[src/rtl/lvagc_pkg.sv]
// Shared types, fixed-point constants and the shift helper for the LMS voice AGC.
// Used by lms_voice_agc; depends on nothing else.
`default_nettype none

package lvagc_pkg;

   typedef logic [63:0] word_type;

   localparam int unsigned SMOOTH_SHIFT = 15;
   localparam int unsigned STEP_SHIFT   = 30;
   localparam int unsigned GAIN_SHIFT   = 15;
   localparam int unsigned GSHIFT       = 60 - STEP_SHIFT;
   localparam int unsigned Y_SHIFT      = (GAIN_SHIFT + GSHIFT > 63) ? 63 : GAIN_SHIFT + GSHIFT;
   localparam int unsigned OP_SHIFT     = 2 * GAIN_SHIFT;

   localparam int unsigned DIGIT_BITS   = 4;

   localparam word_type    UNITY_GAIN   = 64'd32768;
   localparam logic [16:0] BIG_LEVEL    = 17'd1024;
   localparam logic [16:0] SMALL_LEVEL  = 17'd16;

   // Arithmetic right shift of a 64-bit two's complement word by a fixed amount.
   function automatic word_type asr(word_type v, int unsigned s);
      word_type r;
      r = word_type'($signed(v) >>> s);
      return r;
   endfunction

endpackage

`default_nettype wire

[src/rtl/lms_voice_agc.sv]
// LMS automatic gain control for 16-bit audio, built around one digit-serial multiplier.
// Depends on lvagc_pkg for the word type, shift constants and the shift helper.
//
//   channel | direction | handshake                   | payload
//   req     | in        | req_tvalid / req_tready     | req_tdata[15:0] = sample_in
//   rsp     | out       | rsp_tvalid / rsp_tready     | rsp_tdata[15:0] = sample_out
//   csr     | in        | csr_wr_en (no wait)         | csr_index, csr_wdata
//
// Every product goes through one 64-bit shift-and-add multiplier that takes a 4-bit digit of
// its multiplier operand per cycle and stops once the remaining digits are zero. The first
// item after reset needs one product; every later item needs nine products and the clamp
// states CLAMP_LO and CLAMP_HI. Reset is synchronous and clears the state, the flags, the
// ip, op and gain registers and the CSRs; the other datapath registers are not reset. The
// block takes a new item while the previous result still waits in the output register; it
// holds its final step until that register is free.
`default_nettype none

module lms_voice_agc (
   input  wire         clock,
   input  wire         reset,
   input  wire         req_tvalid,
   output logic        req_tready,
   input  wire  [15:0] req_tdata,   // [15:0] sample_in
   output logic        rsp_tvalid,
   input  wire         rsp_tready,
   output logic [15:0] rsp_tdata,   // [15:0] sample_out
   input  wire         csr_wr_en,
   input  wire  [2:0]  csr_index,
   input  wire  [31:0] csr_wdata
);

   localparam logic [1:0] ST_IDLE     = 2'd0;
   localparam logic [1:0] ST_MUL      = 2'd1;
   localparam logic [1:0] ST_CLAMP_LO = 2'd2;
   localparam logic [1:0] ST_CLAMP_HI = 2'd3;

   localparam logic [3:0] P_XX   = 4'd0;
   localparam logic [3:0] P_CIP  = 4'd1;
   localparam logic [3:0] P_PX   = 4'd2;
   localparam logic [3:0] P_MU   = 4'd3;
   localparam logic [3:0] P_ERR  = 4'd4;
   localparam logic [3:0] P_GAIN = 4'd5;
   localparam logic [3:0] P_Y    = 4'd6;
   localparam logic [3:0] P_GG   = 4'd7;
   localparam logic [3:0] P_OP   = 4'd8;

   localparam logic [2:0] R_GOAL   = 3'd0;
   localparam logic [2:0] R_LARGE  = 3'd1;
   localparam logic [2:0] R_MID    = 3'd2;
   localparam logic [2:0] R_SMALL  = 3'd3;
   localparam logic [2:0] R_SMOOTH = 3'd4;
   localparam logic [2:0] R_FLOOR  = 3'd5;
   localparam logic [2:0] R_CEIL   = 3'd6;

   logic [31:0] goal_ff, floor_ff, ceil_ff;
   logic [14:0] large_ff, mid_ff, small_ff;
   logic [16:0] smooth_ff;

   logic [1:0]  state_ff, state_in;
   logic [3:0]  phase_ff, phase_in;
   lvagc_pkg::word_type acc_ff, acc_in, a_ff, a_in, b_ff, b_in;
   lvagc_pkg::word_type xx_ff, xx_in, px_ff, px_in, ip_ff, ip_in, op_ff, op_in;
   lvagc_pkg::word_type gain_ff, gain_in, gnew_ff, gnew_in;
   logic [15:0] x_ff, x_in, y_ff, y_in, rsp_data_ff, rsp_data_in;
   logic        seeded_ff, seeded_in, rsp_valid_ff, rsp_valid_in;

   lvagc_pkg::word_type partial, x_ext, px_new, g_clamp, floor_w, ceil_w, y_full;
   logic [16:0] mag;
   logic [14:0] mu;
   logic        mul_done, out_free;

   assign req_tready = (state_ff == ST_IDLE);
   assign rsp_tvalid = rsp_valid_ff;
   assign rsp_tdata  = rsp_data_ff;

   always_comb begin
      partial = '0;
      for (int i = 0; i < lvagc_pkg::DIGIT_BITS; i++) begin
         if (b_ff[i]) begin
            partial = partial + (a_ff << i);
         end
      end
   end

   always_comb begin
      mul_done = (b_ff == '0);
      out_free = !rsp_valid_ff || rsp_tready;
      x_ext    = {{48{x_ff[15]}}, x_ff};
      mag      = x_ff[15] ? (17'd0 - {1'b1, x_ff}) : {1'b0, x_ff};
      if (mag > lvagc_pkg::BIG_LEVEL) begin
         mu = large_ff;
      end else if (mag < lvagc_pkg::SMALL_LEVEL) begin
         mu = small_ff;
      end else begin
         mu = mid_ff;
      end
      px_new  = lvagc_pkg::asr(acc_ff, lvagc_pkg::SMOOTH_SHIFT);
      y_full  = lvagc_pkg::asr(acc_ff, lvagc_pkg::Y_SHIFT);
      floor_w = {32'd0, floor_ff};
      ceil_w  = {32'd0, ceil_ff};
      g_clamp = ($signed(ceil_w) < $signed(gnew_ff)) ? ceil_w : gnew_ff;
   end

   always_comb begin
      state_in     = state_ff;
      phase_in     = phase_ff;
      acc_in       = acc_ff;
      a_in         = a_ff;
      b_in         = b_ff;
      xx_in        = xx_ff;
      px_in        = px_ff;
      ip_in        = ip_ff;
      op_in        = op_ff;
      gain_in      = gain_ff;
      gnew_in      = gnew_ff;
      x_in         = x_ff;
      y_in         = y_ff;
      seeded_in    = seeded_ff;
      rsp_valid_in = rsp_valid_ff && !rsp_tready;
      rsp_data_in  = rsp_data_ff;

      unique case (state_ff)
         ST_IDLE: begin
            if (req_tvalid) begin
               x_in     = req_tdata;
               a_in     = {{48{req_tdata[15]}}, req_tdata};
               b_in     = {{48{req_tdata[15]}}, req_tdata};
               acc_in   = '0;
               phase_in = P_XX;
               state_in = ST_MUL;
            end
         end
         ST_MUL: begin
            if (!mul_done) begin
               acc_in = acc_ff + partial;
               a_in   = a_ff << lvagc_pkg::DIGIT_BITS;
               b_in   = b_ff >> lvagc_pkg::DIGIT_BITS;
            end else begin
               unique case (phase_ff)
                  P_XX: begin
                     xx_in = acc_ff;
                     if (!seeded_ff) begin
                        if (out_free) begin
                           ip_in        = acc_ff;
                           op_in        = acc_ff;
                           gain_in      = lvagc_pkg::UNITY_GAIN;
                           seeded_in    = 1'b1;
                           rsp_valid_in = 1'b1;
                           rsp_data_in  = x_ff;
                           state_in     = ST_IDLE;
                        end
                     end else begin
                        a_in     = {47'd0, smooth_ff};
                        b_in     = ip_ff;
                        acc_in   = '0;
                        phase_in = P_CIP;
                     end
                  end
                  P_CIP: begin
                     // The first product stays in the accumulator as the addend.
                     a_in     = (64'd1 << lvagc_pkg::SMOOTH_SHIFT) - {47'd0, smooth_ff};
                     b_in     = xx_ff;
                     phase_in = P_PX;
                  end
                  P_PX: begin
                     px_in    = px_new;
                     a_in     = {49'd0, mu};
                     b_in     = px_new;
                     acc_in   = '0;
                     phase_in = P_MU;
                  end
                  P_MU: begin
                     a_in     = acc_ff;
                     b_in     = {32'd0, goal_ff} - op_ff;
                     acc_in   = '0;
                     phase_in = P_ERR;
                  end
                  P_ERR: begin
                     a_in     = gain_ff;
                     b_in     = (64'd1 << lvagc_pkg::GSHIFT)
                              + lvagc_pkg::asr(acc_ff, lvagc_pkg::STEP_SHIFT);
                     acc_in   = '0;
                     phase_in = P_GAIN;
                  end
                  P_GAIN: begin
                     gnew_in  = lvagc_pkg::asr(acc_ff, lvagc_pkg::GSHIFT);
                     a_in     = acc_ff;
                     b_in     = x_ext;
                     acc_in   = '0;
                     phase_in = P_Y;
                  end
                  P_Y: begin
                     y_in     = y_full[15:0];
                     state_in = ST_CLAMP_LO;
                  end
                  P_GG: begin
                     a_in     = acc_ff;
                     b_in     = px_ff;
                     acc_in   = '0;
                     phase_in = P_OP;
                  end
                  P_OP: begin
                     if (out_free) begin
                        op_in        = lvagc_pkg::asr(acc_ff, lvagc_pkg::OP_SHIFT);
                        ip_in        = px_ff;
                        gain_in      = gnew_ff;
                        rsp_valid_in = 1'b1;
                        rsp_data_in  = y_ff;
                        state_in     = ST_IDLE;
                     end
                  end
                  default: begin
                     state_in = ST_IDLE;
                  end
               endcase
            end
         end
         ST_CLAMP_LO: begin
            if ($signed(gnew_ff) < $signed(floor_w)) begin
               gnew_in = floor_w;
            end
            state_in = ST_CLAMP_HI;
         end
         ST_CLAMP_HI: begin
            gnew_in  = g_clamp;
            a_in     = g_clamp;
            b_in     = g_clamp;
            acc_in   = '0;
            phase_in = P_GG;
            state_in = ST_MUL;
         end
         default: begin
            state_in = ST_IDLE;
         end
      endcase
   end

   always_ff @(posedge clock) begin
      if (reset) begin
         state_ff     <= ST_IDLE;
         phase_ff     <= P_XX;
         seeded_ff    <= 1'b0;
         rsp_valid_ff <= 1'b0;
         ip_ff        <= '0;
         op_ff        <= '0;
         gain_ff      <= '0;
      end else begin
         state_ff     <= state_in;
         phase_ff     <= phase_in;
         seeded_ff    <= seeded_in;
         rsp_valid_ff <= rsp_valid_in;
         ip_ff        <= ip_in;
         op_ff        <= op_in;
         gain_ff      <= gain_in;
      end
   end

   always_ff @(posedge clock) begin
      acc_ff      <= acc_in;
      a_ff        <= a_in;
      b_ff        <= b_in;
      xx_ff       <= xx_in;
      px_ff       <= px_in;
      gnew_ff     <= gnew_in;
      x_ff        <= x_in;
      y_ff        <= y_in;
      rsp_data_ff <= rsp_data_in;
   end

   always_ff @(posedge clock) begin
      if (reset) begin
         goal_ff   <= 32'd0;
         large_ff  <= 15'd1;
         mid_ff    <= 15'd1;
         small_ff  <= 15'd1;
         smooth_ff <= 17'd31130;
         floor_ff  <= 32'd1024;
         ceil_ff   <= 32'd1048576;
      end else if (csr_wr_en) begin
         unique case (csr_index)
            R_GOAL:   goal_ff   <= csr_wdata;
            R_LARGE:  large_ff  <= csr_wdata[14:0];
            R_MID:    mid_ff    <= csr_wdata[14:0];
            R_SMALL:  small_ff  <= csr_wdata[14:0];
            R_SMOOTH: smooth_ff <= csr_wdata[16:0];
            R_FLOOR:  floor_ff  <= csr_wdata;
            R_CEIL:   ceil_ff   <= csr_wdata;
            default: begin
            end
         endcase
      end
   end

endmodule

`default_nettype wire
[config.mk]
export PLATFORM = sky130hd
export DESIGN_NAME = lms_voice_agc
export DESIGN_NICKNAME = d
export VERILOG_FILES = /design/src/rtl/lvagc_pkg.sv /design/src/rtl/lms_voice_agc.sv
export SDC_FILE = /design/constraint.sdc
export NUM_CORES = 2
export LEC_CHECK = 0
export BUFFER_PORTS_ARGS = -buffer_cell sky130_fd_sc_hd__buf_2
export CAP_MARGIN = 15
export CORE_ASPECT_RATIO = 0.7
export CORE_UTILIZATION = 35
export CTS_CLUSTER_SIZE = 10
export DETAILED_ROUTE_END_ITERATION = 8
export PLACE_DENSITY = 0.57
export REMOVE_ABC_BUFFERS = 1
export SYNTH_ARGS = -nofsm -noshare
export SYNTH_HDL_FRONTEND = slang
export SYNTH_SLANG_ARGS = --single-unit
[constraint.sdc]
create_clock -name clock -period 20 [get_ports clock]
set_clock_uncertainty 0.05 [all_clocks]
set_input_delay 4 -clock clock [delete_from_list [all_inputs] [get_ports clock]]
set_output_delay 4 -clock clock [all_outputs]
set_load 0.05 [all_outputs]
==> results.py <==
metrics = {
    "global_routing": {
        "grt_max_degree": 125,
        "grt_pass1_wl_um": 322000,
        "track_usage_pct": 27.73,
        "antenna_found_initial": 16,
        "grt_pass1_vias": 46200,
        "gr-total-overflow": 0,
    },
    "clocking": {
        "cts_tree": "built",
        "htreeDepth": 3,
        "cts.clk_slew.worst_paths_ps": 60,
        "postCtsHoldBufs": 0,
        "cts_resized": 0,
        "cts_buffer_depth": 3,
        "post-cts-setup-buffers": 0,
        "numCtsBuffers": 90,
        "cts.sinks": 775,
        "clock_latency_ps": 670,
        "clock-root-buffer": "clkbuf_16",
    },
    "pwr": {
        "power_leakage_uw": 0.02275,
        "power_uw": 9418,
        "ir_drop_v": 0.00008429,
        "cellPowerDensity_nw_per_um2": 159.7,
    },
    "worst_setup_path": {
        "reg2reg_from": "a_ff[1]",
        "reg2reg_depth": 45,
        "crit_path_end": "acc_ff[63]",
        "start_kind": "register",
        "endpoint_kind": "register",
        "arrival_ps": 12000,
        "critPathKind": "reg2reg",
        "cp_max_fo": 7,
        "slowest_stage": "a2111oi_0",
        "reg2reg_to": "acc_ff[63]",
        "max_stage_delay_ps": 630,
        "required_ps": 20360,
        "crit_start": "a_ff[1]",
        "rrSetupSlack_ps": 8370,
    },
    "floorplanning": {
        "die_w_um": 470.7,
        "ioPinCount": 74,
        "core_area_um2": 151600,
        "die-area_um2": 155400,
        "start_util_pct": 35.51,
        "rows": 119,
        "die_height_um": 330.1,
    },
    "route": {
        "firstDrtPassIters": 9,
        "drtIter0Drc": 7665,
        "num_vias": 51580,
        "totalWireLength_um": 222900,
        "wire_per_inst_um": 26.74,
        "via_per_inst": 6.190,
        "ant_nets": 0,
        "drc": 0,
    },
    "placed_design": {
        "dp_cells": 8163,
        "io_buffer_count": 73,
        "gp_congestion": 0.9432,
        "dp_hpwl_um": 159700,
    },
    "finish": {
        "drive_gt1_share_pct": 7.675,
        "final_nets": 6665,
        "final-instance-count-excl-fill": 8333,
        "syn_to_final_growth_pct": 9.595,
    },
    "yosys": {
        "synth_top_cell_by_area": "edfxtp_1",
        "ys.flop_type": "edfxtp_1",
        "yosysUniqueCellTypes": 103,
        "synth_area_per_cell_um2": 8.437,
        "ys_warn_count": 0,
        "ys_seq_elements": 775,
        "synthTopCellsByArea": "edfxtp_1, dfxtp_1, ha_1",
        "netlist_top_cells_count": "nand2_1, a21oi_1, nor2_1, edfxtp_1, o21ai_0",
        "synthMostInstantiatedCell": "nand2_1",
        "yosys.area.top_type_share_pct": 23.27,
        "syn_area_um2": 53820,
        "synth_edf_count": 417,
        "synthCells": 6379,
        "yosysSeqAreaShare_pct": 36.58,
        "async_reset_ff_share_pct": 0,
    },
    "run_status": {
        "status": "completed",
    },
    "sta": {
        "period_share_pct": 58.16,
        "min_period_ps": 11630,
        "tightest_slew_ps": 1182,
        "report.final.hold_viol_count": 0,
        "rsz0062_at_grt": "no",
        "max_clock_freq_mhz": 85.97,
        "drv_slew": 0,
        "tns_ps": 0,
        "setup_viol": 0,
        "slew-limit-headroom_pct": 21.21,
    },
    "worst_hold_path": {
        "hold_path_class": "reg2reg",
    },
    "run": {
        "maxCapViolCount": 0,
    },
}
[cell usage in the layout (no fill, tap or decap), types with 75 or more instances in the layout]
| cell | netlist | routed |
|---|---|---|
| nand2_1 | 888 | 884 |
| a21oi_1 | 637 | 636 |
| nor2_1 | 478 | 467 |
| edfxtp_1 | 417 | 417 |
| o21ai_0 | 413 | 413 |
| dfxtp_1 | 358 | 358 |
| ha_1 | 344 | 342 |
| inv_1 | 221 | 221 |
| a21o_1 | 217 | 217 |
| xnor2_1 | 177 | 177 |
| a211oi_1 | 139 | 139 |
| a22oi_1 | 136 | 136 |
| buf_4 | 3 | 117 |
| nor3_1 | 114 | 109 |
| nand3_1 | 103 | 101 |
| xor2_1 | 101 | 101 |
| clkbuf_16 | 0 | 93 |
| mux2_2 | 85 | 85 |
| and2_1 | 86 | 84 |
| nand4_1 | 78 | 78 |
| a221oi_1 | 75 | 75 |
[how the worst min path moves through the flow]
stage                 start            to  slack, ps  cells past startpoint
2_1_floorplan  large_ff[10]  large_ff[10]        380                      2
3_3_place_gp    large_ff[1]   large_ff[1]        390                      2
3_5_place_dp    large_ff[1]   large_ff[1]        400                      2
4_1_cts         large_ff[1]   large_ff[1]        400                      2
5_1_grt        large_ff[14]  large_ff[14]        420                      2
6_report        large_ff[1]   large_ff[1]        400                      2
[final cells by class]
type | count | area, µm²
antenna | 5 | 12.51
clock buffer | 157 | 2638
clock inverter | 7 | 103.9
fill | 15330 | 92590
inverter | 223 | 842.1
multi-input combinational | 4978 | 31910
sequential | 775 | 19690
tap | 1996 | 2497
timing repair buffer | 192 | 1292
[routing by layer]
metal / vias up / GRT usage (%) / share of wire, %
li1: 23330 / - / -
met1: 24850 / 43.11 / 47
met2: 3063 / 35.09 / 36
met3: 334 / 9.301 / 15
met4: 8 / 7.258 / 2.8
met5: - / 0 / 0.018
[through the flow]
stage | hold WS (ps) | util (%) | setup WS [ps] | area [µm²]
after detailed placement | 395.5 | 37.08 | 8431 | 56200
final | 401.7 | 38.91 | 8367 | 58980
after global placement | 388.8 | 37.07 | 8601 | 56180
after floorplan | 375.6 | - | 6861 | 52260
after CTS | 403.3 | 38.89 | 8361 | 58940
after global routing | 420.9 | 38.91 | 7315 | 58970
[logic make-up (layout without fill, tap and decap cells)]
logic type               Yosys count  count (layout)  share of synthesized area, %
other                              0               5                             0
buffers and inverters            626             579                         4.459
AND/OR/NAND/NOR                 2105            2105                         17.91
XOR/XNOR                         279             279                         4.566
multiplexers                     140             140                         2.801
adder cells (fa/ha/maj)          350             350                         8.202
flip-flops                       775             775                         36.58
AO/OA/AOI/OAI                   2104            2104                         25.48
[critical path: cells and delay by family (launching register included)]
kind / cells / cell delay, ps
XOR/XNOR: 4 / 800
multiplexers: 2 / 420
AND/OR/NAND/NOR: 10 / 2130
adder cells (fa/ha/maj): 5 / 1750
AO/OA/AOI/OAI: 21 / 5420
buffers and inverters: 3 / 320
flip-flops: 1 / 460
[report_power, final]
group / total, µW / internal, µW / leakage, µW / switching, µW
Sequential: 2200 / 1910 / 0.00691 / 295
Combinational: 5620 / 2140 / 0.0145 / 3480
Clock: 1600 / 903 / 0.00131 / 694
Total: 9420 / 4950 / 0.0228 / 4470
[registers in the layout, summed over array words and instances, names as in the netlist, 16 cells and up]
name and cells:
a_ff 64, acc_ff 64, b_ff 64, ceil_ff 32
floor_ff 32, gain_ff 64, gnew_ff 64, goal_ff 32
ip_ff 64, op_ff 64, px_ff 49, rsp_tdata 16
smooth_ff 17, x_ff 16, xx_ff 64, y_ff 16
No activity file was read; power rests on OpenSTA's default activity.
